<file path="config.mk">
export PLATFORM = sky130hd
export DESIGN_NAME = modbus_rtu_handshake_responder
export DESIGN_NICKNAME = d
export VERILOG_FILES = /design/src/mrhr_pkg.sv /design/src/modbus_rtu_handshake_responder.sv
export SDC_FILE = /design/constraint.sdc
export NUM_CORES = 1
export LEC_CHECK = 0
export ABC_AREA = 1
export BUFFER_PORTS_ARGS = -buffer_cell sky130_fd_sc_hd__buf_2
export CAP_MARGIN = 20
export CELL_PAD_IN_SITES_DETAIL_PLACEMENT = 2
export CELL_PAD_IN_SITES_GLOBAL_PLACEMENT = 2
export CORE_ASPECT_RATIO = 0.75
export CORE_UTILIZATION = 39
export CTS_CLUSTER_SIZE = 8
export DETAILED_ROUTE_END_ITERATION = 12
export PLACE_DENSITY_LB_ADDON = 0.1
export SETUP_SLACK_MARGIN = 0.1
export SYNTH_ARGS = -nofsm -noshare
export SYNTH_HDL_FRONTEND = slang
export SYNTH_SLANG_ARGS = --single-unit
</file>
<file path="constraint.sdc">
create_clock -name clk -period 7.72 [get_ports clk]
set_clock_uncertainty 0.05 [all_clocks]
set_input_delay 0 -clock clk [delete_from_list [all_inputs] [get_ports clk]]
set_output_delay 0 -clock clk [all_outputs]
set_load 0.1 [all_outputs]
</file>
<file path="src/mrhr_pkg.sv">
// Package: constants, register codes and CRC-16 byte update for the Modbus responder.
`timescale 1ns / 1ps

package mrhr_pkg;

    localparam int unsigned RX_BUFFER_BYTES = 256;
    localparam int unsigned CNT_W = $clog2(RX_BUFFER_BYTES + 1);

    localparam logic [15:0] CRC_INIT = 16'hFFFF;
    localparam logic [15:0] CRC_POLY = 16'hA001;

    localparam logic [7:0] FC_READ_COILS  = 8'h01;
    localparam logic [7:0] REPLY_BYTE_CNT = 8'h01;
    localparam logic [7:0] DATA_ZERO      = 8'h00;
    localparam logic [7:0] DATA_ONE       = 8'h01;

    // register indexes (paddr[2])
    localparam logic REG_DEVICE_ADDRESS    = 1'b0;
    localparam logic REG_BROADCAST_ADDRESS = 1'b1;

    localparam logic [7:0] DEVICE_ADDRESS_RST    = 8'h01;
    localparam logic [7:0] BROADCAST_ADDRESS_RST = 8'h00;

    localparam logic REQ_BYTE = 1'b0;
    localparam logic REQ_IDLE = 1'b1;

    localparam int unsigned REPLY_LEN = 7;
    localparam int unsigned REM_W = $clog2(REPLY_LEN + 1);

    // remaining-byte codes of the reply sequencer
    localparam logic [REM_W-1:0] REM_DEV   = REM_W'(7);
    localparam logic [REM_W-1:0] REM_FC    = REM_W'(6);
    localparam logic [REM_W-1:0] REM_CNT   = REM_W'(5);
    localparam logic [REM_W-1:0] REM_D1    = REM_W'(4);
    localparam logic [REM_W-1:0] REM_D2    = REM_W'(3);
    localparam logic [REM_W-1:0] REM_CRCL  = REM_W'(2);
    localparam logic [REM_W-1:0] REM_CRCH  = REM_W'(1);
    localparam logic [REM_W-1:0] REM_NONE  = REM_W'(0);

    function automatic logic [15:0] crc_feed(input logic [15:0] crc_in, input logic [7:0] b);
        logic [15:0] c;
        c = crc_in ^ {8'h00, b};
        for (int k = 0; k < 8; k++)
        begin
            if (c[0])
                c = (c >> 1) ^ CRC_POLY;
            else
                c = c >> 1;
        end
        return c;
    endfunction

endpackage

</file>
<file path="src/modbus_rtu_handshake_responder.sv">
// Top level: Modbus RTU request checker and reply generator with APB registers.
`timescale 1ns / 1ps

// Takes one item per cycle on the slave side: a received byte (tuser 0) or a
// line-idle mark (tuser 1). Bytes update the running CRC-16 and are always
// taken; an idle mark is held off while an earlier reply still has bytes
// waiting to enter the output register. A matching request yields a
// seven-byte reply on the master side, its first byte loaded into the output
// register by the reply sequencer after the idle mark is taken and the rest
// following at one byte per cycle while tready stays high, its CRC built byte by
// byte as the bytes go out through the single output register; tlast marks the
// CRC high byte.
module modbus_rtu_handshake_responder
    import mrhr_pkg::*;
(
    input  logic        clk,
    input  logic        rst_n,
    input  logic        s_tvalid,
    output logic        s_tready,
    input  logic [7:0]  s_tdata,   // [7:0] rx_byte
    input  logic        s_tuser,   // [0] req_type
    output logic        m_tvalid,
    input  logic        m_tready,
    output logic [7:0]  m_tdata,   // [7:0] tx_byte
    output logic        m_tlast,   // last_byte
    input  logic        psel,
    input  logic        penable,
    input  logic        pwrite,
    input  logic [2:0]  paddr,
    input  logic [31:0] pwdata,
    output logic [31:0] prdata,
    output logic        pready
);

    logic [7:0]       dev_addr_reg;
    logic [7:0]       bcast_addr_reg;
    logic [CNT_W-1:0] byte_count_reg, byte_count_next;
    logic [15:0]      lagged_crc_reg, lagged_crc_next;
    logic [15:0]      held_tail_reg, held_tail_next;
    logic [31:0]      header_reg, header_next;

    logic [REM_W-1:0] rem_reg, rem_next;
    logic [7:0]       rep_dev_reg, rep_dev_next;
    logic [7:0]       rep_d1_reg, rep_d1_next;
    logic [7:0]       rep_d2_reg, rep_d2_next;
    logic [15:0]      tx_crc_reg, tx_crc_next;

    logic             out_valid_reg, out_valid_next;
    logic [7:0]       out_data_reg, out_data_next;
    logic             out_last_reg, out_last_next;

    logic             in_acc;
    logic             frame_ok;
    logic             pair_ok;
    logic [15:0]      recv_crc;
    logic             load;
    logic [7:0]       load_byte;
    logic [7:0]       a0, fc, d1, d2;

    assign pready   = 1'b1;
    assign s_tready = !(s_tuser == REQ_IDLE && rem_reg != REM_NONE);
    assign in_acc   = s_tvalid && s_tready;

    assign m_tvalid = out_valid_reg;
    assign m_tdata  = out_data_reg;
    assign m_tlast  = out_last_reg;

    always_comb
    begin
        case (paddr[2])
            REG_DEVICE_ADDRESS:    prdata = {24'h0, dev_addr_reg};
            REG_BROADCAST_ADDRESS: prdata = {24'h0, bcast_addr_reg};
            default:               prdata = 32'h0;
        endcase
    end

    always_ff @(posedge clk or negedge rst_n)
    begin
        if (!rst_n)
        begin
            dev_addr_reg   <= DEVICE_ADDRESS_RST;
            bcast_addr_reg <= BROADCAST_ADDRESS_RST;
        end
        else if (psel && penable && pwrite && pready)
        begin
            case (paddr[2])
                REG_DEVICE_ADDRESS:    dev_addr_reg   <= pwdata[7:0];
                REG_BROADCAST_ADDRESS: bcast_addr_reg <= pwdata[7:0];
                default:               ;
            endcase
        end
    end

    // frame check, from stored state only
    assign a0       = header_reg[7:0];
    assign fc       = header_reg[15:8];
    assign d1       = header_reg[23:16];
    assign d2       = header_reg[31:24];
    assign recv_crc = {held_tail_reg[7:0], held_tail_reg[15:8]};
    assign pair_ok  = (d1 == DATA_ZERO && d2 == DATA_ZERO)
                   || (d1 == DATA_ZERO && d2 == DATA_ONE)
                   || (d1 == DATA_ONE  && d2 == DATA_ONE);
    assign frame_ok = (byte_count_reg >= CNT_W'(4)) && (recv_crc == lagged_crc_reg)
                   && (a0 == bcast_addr_reg) && (fc == FC_READ_COILS) && pair_ok;

    // receive side
    always_comb
    begin
        byte_count_next = byte_count_reg;
        lagged_crc_next = lagged_crc_reg;
        held_tail_next  = held_tail_reg;
        header_next     = header_reg;
        rep_dev_next    = rep_dev_reg;
        rep_d1_next     = rep_d1_reg;
        rep_d2_next     = rep_d2_reg;
        if (in_acc)
        begin
            if (s_tuser == REQ_BYTE)
            begin
                if (byte_count_reg < CNT_W'(RX_BUFFER_BYTES))
                begin
                    if (byte_count_reg >= CNT_W'(2))
                        lagged_crc_next = crc_feed(lagged_crc_reg, held_tail_reg[15:8]);
                    held_tail_next = {held_tail_reg[7:0], s_tdata};
                    if (byte_count_reg < CNT_W'(4))
                        header_next[byte_count_reg[1:0]*8 +: 8] = s_tdata;
                    byte_count_next = byte_count_reg + CNT_W'(1);
                end
            end
            else if (byte_count_reg != '0)
            begin
                if (frame_ok)
                begin
                    rep_dev_next = dev_addr_reg;
                    rep_d1_next  = d1;
                    rep_d2_next  = d2;
                end
                byte_count_next = '0;
                lagged_crc_next = CRC_INIT;
                held_tail_next  = '0;
                header_next     = '0;
            end
        end
    end

    // reply sequencer feeding the output register
    always_comb
    begin
        case (rem_reg)
            REM_DEV:  load_byte = rep_dev_reg;
            REM_FC:   load_byte = FC_READ_COILS;
            REM_CNT:  load_byte = REPLY_BYTE_CNT;
            REM_D1:   load_byte = rep_d1_reg;
            REM_D2:   load_byte = rep_d2_reg;
            REM_CRCL: load_byte = tx_crc_reg[7:0];
            REM_CRCH: load_byte = tx_crc_reg[15:8];
            default:  load_byte = 8'h00;
        endcase
    end

    assign load = (rem_reg != REM_NONE) && (!out_valid_reg || m_tready);

    always_comb
    begin
        rem_next       = rem_reg;
        tx_crc_next    = tx_crc_reg;
        out_valid_next = out_valid_reg;
        out_data_next  = out_data_reg;
        out_last_next  = out_last_reg;
        if (out_valid_reg && m_tready)
            out_valid_next = 1'b0;
        if (load)
        begin
            out_valid_next = 1'b1;
            out_data_next  = load_byte;
            out_last_next  = (rem_reg == REM_CRCH);
            rem_next       = rem_reg - REM_W'(1);
            if (rem_reg > REM_CRCL)
                tx_crc_next = crc_feed(tx_crc_reg, load_byte);
        end
        else if (in_acc && s_tuser == REQ_IDLE && byte_count_reg != '0 && frame_ok)
        begin
            rem_next    = REM_DEV;
            tx_crc_next = CRC_INIT;
        end
    end

    always_ff @(posedge clk or negedge rst_n)
    begin
        if (!rst_n)
        begin
            byte_count_reg <= '0;
            lagged_crc_reg <= CRC_INIT;
            held_tail_reg  <= '0;
            header_reg     <= '0;
            rem_reg        <= REM_NONE;
            out_valid_reg  <= 1'b0;
        end
        else
        begin
            byte_count_reg <= byte_count_next;
            lagged_crc_reg <= lagged_crc_next;
            held_tail_reg  <= held_tail_next;
            header_reg     <= header_next;
            rem_reg        <= rem_next;
            out_valid_reg  <= out_valid_next;
        end
    end

    always_ff @(posedge clk)
    begin
        rep_dev_reg  <= rep_dev_next;
        rep_d1_reg   <= rep_d1_next;
        rep_d2_reg   <= rep_d2_next;
        tx_crc_reg   <= tx_crc_next;
        out_data_reg <= out_data_next;
        out_last_reg <= out_last_next;
    end

    // an idle mark is only taken with the reply sequencer empty
    a_idle_when_free: assert property (@(posedge clk) disable iff (!rst_n)
        (in_acc && s_tuser == REQ_IDLE) |-> (rem_reg == REM_NONE))
        else $error("idle accepted while reply pending");

    // any accepted idle leaves an empty frame
    a_idle_clears: assert property (@(posedge clk) disable iff (!rst_n)
        (in_acc && s_tuser == REQ_IDLE) |=> (byte_count_reg == '0 && header_reg == '0))
        else $error("frame state not cleared after idle");

    a_count_bound: assert property (@(posedge clk) disable iff (!rst_n)
        byte_count_reg <= CNT_W'(RX_BUFFER_BYTES))
        else $error("byte count beyond buffer size");

    // tlast is loaded exactly when the sequencer runs out
    a_last_end: assert property (@(posedge clk) disable iff (!rst_n)
        (load && rem_reg == REM_CRCH) |=> (m_tvalid && m_tlast && rem_reg == REM_NONE))
        else $error("reply end mismatch");

endmodule

</file>
==> impl_metrics.csv, run 1 <==
group,metric,value,unit
detailed_routing,num_vias,5626,
cells_and_area,final_common_cell,"nand2_1",
floorplanning,die_h,119,µm
cts,cts_made_buffers,17,
cells_and_area,drive_gt1_share,18.2,%
power,vdd_drop_max,155,µV
setup_path,critPathLaunchType,"flip-flop",
cells_and_area,fin_area,8260,µm²
global_route,met2_usage,39.0,%
detailed_routing,postRouteAntennaNets,0,
sta,fin_crit,4.61,ns
global_route,grt_pass1_wl,35800,µm
cts,cts.sinks,142,
sta,tightest_slew,1.03,ns
yosys,yosysWarningCount,0,
floorplanning,die_w,158,µm
sta,slew_headroom,30.9,%
cells_and_area,fillers,1924,
sta,finalHoldViolCount,0,
cells_and_area,ff_latch_area,3820,µm²
place,placed_cells,1026,
floorplanning,ios,95,
cts,cts-resized-gates,0,
place,hpwl,16200,µm
cts,cts-root-buf,"clkbuf_16",
yosys,synth_cells,757,
sta,finalSetupViolCount,0,
global_route,grtUsageTotal,25.9,%
global_route,grt_pass1_vias,6161,
floorplanning,initial_core_util,40.1,%
power,power_density,476,nW/µm²
cts,clk_latency,0.43,ns
cells_and_area,multi_input_area,2730,µm²
yosys,synth_seq_cells,142,
setup_path,worstSetupPathType,"reg -> reg",
place,placed_area,7480,µm²
setup_path,regToRegSetupSlack,3.11,ns
setup_path,arrival,4.92,ns
cells_and_area,num_antenna_cells,0,
floorplanning,dieArea,18800,µm²
global_route,met1_usage,38.0,%
detailed_routing,drc,0,
sta,fmax,0.217,GHz
sta,fin_hold_ws,0.0839,ns
cts,ctsLongestPathBuffers,2,
run,cap_violations,0,
cells_and_area,instances_no_fill,1081,
power,p_leak,3.73,nW
sta,fin_setup_tns,0,ns
min_path,hold_path_class,"in -> reg",
global_route,busiest_layer,"met2",
yosys,ys_seq_area_share,53.6,%
detailed_routing,drt_iter0_drc,343,
global_route,met3_usage,4.91,%
setup_path,crit_path_end_kind,"flip-flop",
yosys,synthArstFlopShare,65.5,%
cts,holdBufCountCts,21,
cells_and_area,nets,889,
place,dpl_worst_slack,3.25,ns
yosys,synth_area,7120,µm²
place,place.gp.congestion,0.793,
yosys,syn_avg_cell_area,9.41,µm²
floorplanning,core-area,17800,µm²
cells_and_area,layout.cells.most_common_list,"134 x nand2_1, 92 x inv_1, 76 x dfrtp_1",
yosys,ys.flop_type,"dfrtp_1",
global_route,overflow,0,
sta,fin_crit_sh,59.7,%
cells_and_area,syn_to_final_growth,16.0,%
global_route,grt_max_degree,66,
setup_path,cp_max_fo,16,
setup_path,cp.required,8.03,ns
sta,worst_slack,3.11,ns
detailed_routing,wl,22600,µm
detailed_routing,wire_per_inst,20.9,µm
yosys,synth_edf_count,49,
cts,cts.clk_slew.worst_paths,0.06,ns
detailed_routing,dr.pass1.iters,4,
floorplanning,rows,42,
cts,cts_setup_buffers,0,
cells_and_area,largest_register_ff_count,32,
global_route,antenna_found_initial,0,
sta,drv_slew,0,
yosys,ys_types,45,
sta,rsz0062_at_grt,"no",
cts,cts_htree_levels,4,
status,status,"finished, final reports clean",
place,numPortBuffers,43,
cts,cts_tree,"done",
detailed_routing,viasPerCell,5.20,
==> where the power goes <==
part | internal (mW) | switching, mW | total [mW]
clock network | 0.489 | 0.317 | 0.806
registers | 1.06 | 0.157 | 1.21
logic | 0.535 | 1.38 | 1.91
==> worst max-delay path, cell delays in order, from the launching register on <==
cell and delay (ns):
dfrtp_1 0.43, inv_1 0.14, ha_1 0.30, nand2_1 0.20
nand2_1 0.14, nand2_1 0.12, a21oi_2 0.41, nand2_1 0.49
a21oi_2 0.80, inv_2 0.20, nor2_1 0.83, nand3_1 0.20
o21ai_1 0.14, inv_1 0.07
==> logic make-up (layout without fill, tap and decap cells) <==
group	count (synthesis)	in the layout	synth area share, %
AO/OA/AOI/OAI	140	140	11.1
XOR/XNOR	27	27	4.01
buffers and inverters	143	202	9.26
flip-flops	142	142	53.6
other	2	25	0.105
AND/OR/NAND/NOR	291	291	19.7
adder cells (fa/ha/maj)	12	12	2.11
==> layer usage <==
metal | up-vias | wire [µm]
met3 | 23 | 688
li1 | 2602 | -
met1 | 2913 | 11500
met2 | 88 | 10200
met5 | - | 0
met4 | 0 | 258
==> per-stage QoR <==
step / total power [mW] / util, %
finish: 3.93 / 46.5
global route: 4.17 / 46.5
CTS: 3.95 / 46.4
detailed placement: 3.10 / 42.1
global placement: 2.97 / 42.1
floorplan: 2.62 / -
==> area by class of cell <==
class | instances | area share (%)
Sequential cell | 142 | 46.2
Multi-Input combinational cell | 495 | 33.1
Clock buffer | 24 | 5.71
Timing Repair Buffer | 70 | 5.69
Inverter | 100 | 4.54
Tap cell | 242 | 3.66
Clock inverter | 8 | 1.11
==> cell usage after synthesis (10+ instances only) <==
| cell type | number | area [µm²] |
|---|---|---|
| nand3_2 | 10 | 100 |
| nand2_1 | 134 | 503 |
| o22ai_1 | 11 | 68.8 |
| buf_4 | 25 | 188 |
| ha_1 | 12 | 150 |
| edfxtp_1 | 49 | 1470 |
| nor2_1 | 28 | 105 |
| nand2_2 | 14 | 87.6 |
| dfstp_2 | 17 | 447 |
| dfrtp_1 | 76 | 1900 |
| inv_1 | 92 | 345 |
| o21ai_0 | 70 | 350 |
| a21oi_1 | 18 | 90.1 |
| nand3_1 | 64 | 320 |
| xnor2_1 | 14 | 123 |
| o21ai_1 | 18 | 90.1 |
==> worst paths after layout <==
check / cells past startpoint / end / from
worst min-delay path: 5 / held_tail_reg[7] / s_tvalid
worst max-delay path: 13 / lagged_crc_reg[15] / rem_reg[0]
worst max register to register: 13 / lagged_crc_reg[15] / rem_reg[0]
worst min register to register: 0 / rep_d2_reg[1] / header_reg[25]
min in group asynchronous: 3 / byte_count_reg[0] / rst_n
max in group asynchronous: 4 / byte_count_reg[7] / rst_n
No activity file was read; power rests on OpenSTA's default activity.
==> run 2: changes to the inputs <==
CORE_UTILIZATION = 33   (was 39)
clock period = 3.98 ns   (was 7.72 ns; I/O delays follow)
==> run 2 against run 1 <==
  * Critical path depth up 1
  * Combinational power up 93%
  * Via count up 0.12%
  * First-iteration DRC count down 22%
  * Largest cell class unchanged
==> impl_metrics.csv, run 2 (synthesis gave the netlist of run 1 again) <==
group,metric,value,unit
cts,clk_latency,0.43,ns
cells_and_area,largest_register_ff_count,32,
cells_and_area,syn_to_final_growth,16.6,%
floorplanning,ios,95,
global_route,overflow,0,
floorplanning,rows,46,
cells_and_area,final_common_cell,"nand2_1",
sta,fmax,0.313,GHz
sta,fin_setup_tns,0,ns
detailed_routing,wl,22800,µm
detailed_routing,drt_iter0_drc,267,
sta,drv_slew,0,
cts,cts_setup_buffers,0,
floorplanning,dieArea,22200,µm²
setup_path,worstSetupPathType,"reg -> reg",
global_route,grt_pass1_wl,35700,µm
setup_path,regToRegSetupSlack,0.78,ns
sta,fin_crit_sh,80.4,%
detailed_routing,wire_per_inst,20.2,µm
cts,cts_htree_levels,4,
detailed_routing,drc,0,
cts,ctsLongestPathBuffers,2,
min_path,hold_path_class,"in -> reg",
global_route,grt_pass1_vias,6120,
global_route,grt_max_degree,71,
detailed_routing,num_vias,5633,
cts,cts_made_buffers,17,
sta,finalSetupViolCount,0,
cts,cts_tree,"done",
cells_and_area,nets,890,
sta,tightest_slew,0.974,ns
floorplanning,die_w,172,µm
sta,fin_crit,3.20,ns
detailed_routing,viasPerCell,4.99,
setup_path,r2r_end,"byte_count_reg[7]",
min_path,min_from,"s_tvalid",
floorplanning,core-area,21100,µm²
cells_and_area,fillers,2325,
floorplanning,initial_core_util,33.7,%
detailed_routing,postRouteAntennaNets,0,
setup_path,reg2regPathDepth,14,
cts,cts.sinks,142,
run,cap_violations,0,
status,status,"finished, final reports clean",
global_route,grtUsageTotal,21.8,%
cells_and_area,fin_area,8300,µm²
min_path,holdPathStages,6,
setup_path,timing.rr.start,"rem_reg[2]",
cells_and_area,drive_gt1_share,19.2,%
min_path,whs_endpoint,"held_tail_reg[6]",
setup_path,cp.required,4.25,ns
global_route,antenna_found_initial,0,
place,place.gp.congestion,0.765,
sta,finalHoldViolCount,0,
detailed_routing,dr.pass1.iters,4,
power,vdd_drop_max,309,µV
power,power_density,908,nW/µm²
place,placed_area,7570,µm²
cells_and_area,layout.cells.most_common_list,"134 x nand2_1, 92 x inv_1, 76 x dfrtp_1",
place,numPortBuffers,43,
setup_path,crit_path_end_kind,"flip-flop",
setup_path,cp_max_fo,13,
sta,rsz0062_at_grt,"no",
cells_and_area,num_antenna_cells,0,
sta,slew_headroom,35.1,%
cts,cts.clk_slew.worst_paths,0.06,ns
setup_path,arrival,3.47,ns
floorplanning,die_h,129,µm
setup_path,critPathLaunchType,"flip-flop",
cts,cts-root-buf,"clkbuf_16",
place,hpwl,17000,µm
power,p_leak,3.74,nW
run 2: area by class of cell:
class                           instances  area (µm²)  share of cell area, %
Inverter                              100         375                   4.52
Sequential cell                       142        3820                   46.0
Multi-Input combinational cell        495        2740                   32.9
Timing Repair Buffer                   71         475                   5.73
Clock inverter                         10        58.8                  0.708
Tap cell                              288         360                   4.34
Clock buffer                           22         479                   5.77
run 2: how the worst max path moves through the flow:
| stage | startpoint | to | cells past startpoint |
|---|---|---|---|
| 4_1_cts | rem_reg[2] | byte_count_reg[7] | 14 |
| 5_1_grt | rem_reg[2] | lagged_crc_reg[15] | 13 |
| 2_1_floorplan | rem_reg[1] | tx_crc_reg[0] | 10 |
| 3_3_place_gp | rem_reg[2] | lagged_crc_reg[0] | 13 |
| 6_report | rem_reg[2] | byte_count_reg[7] | 14 |
| 3_5_place_dp | rem_reg[2] | byte_count_reg[7] | 14 |
run 2: critical path, stage by stage (launching register included):
cell     delay, ns
dfrtp_1       0.56
inv_2         0.28
nand2_1       0.16
nand2_1       0.14
nand2_1       0.15
a21oi_2       0.15
nand2_1       0.35
inv_1         0.42
nand3_1       0.16
inv_1         0.11
nand2_1       0.05
nor2_1        0.17
nand2_1       0.09
o21ai_0       0.17
a21oi_1       0.06
run 2: power by group:
part	internal (mW)	switching, mW
combinational	1.04	2.64
sequential	2.05	0.307
clock	0.853	0.645
run 2: through the flow:
step / util (%) / hold WS [ns] / power (mW) / setup slack, ns / cells
after floorplan: - / -0.346 / 5.08 / 0.189 / 780
after global routing: 39.3 / 0.256 / 8.04 / 0.499 / 1128
after CTS: 39.3 / 0.194 / 7.60 / 0.722 / 1127
after global placement: 35.8 / 0.163 / 5.82 / 0.855 / 1076
after detailed placement: 35.8 / 0.173 / 6.04 / 0.740 / 1076
final: 39.3 / 0.205 / 7.54 / 0.781 / 1128
run 2: repair_timing:
item	CTS	global route
endpoints found under the hold margin	96	0
resized for setup	0	0
hold buffers	19	0
run 2: metal layers:
layer | part of all wire, % | GRT usage, % | routed length (µm) | vias to the layer above
met5 | 0 | 0 | 0 | -
met4 | 0.85 | 4.73 | 194 | 0
met3 | 3.0 | 3.70 | 694 | 19
met2 | 44 | 33.1 | 9910 | 90
met1 | 53 | 32.5 | 12000 | 2911
li1 | - | - | - | 2613
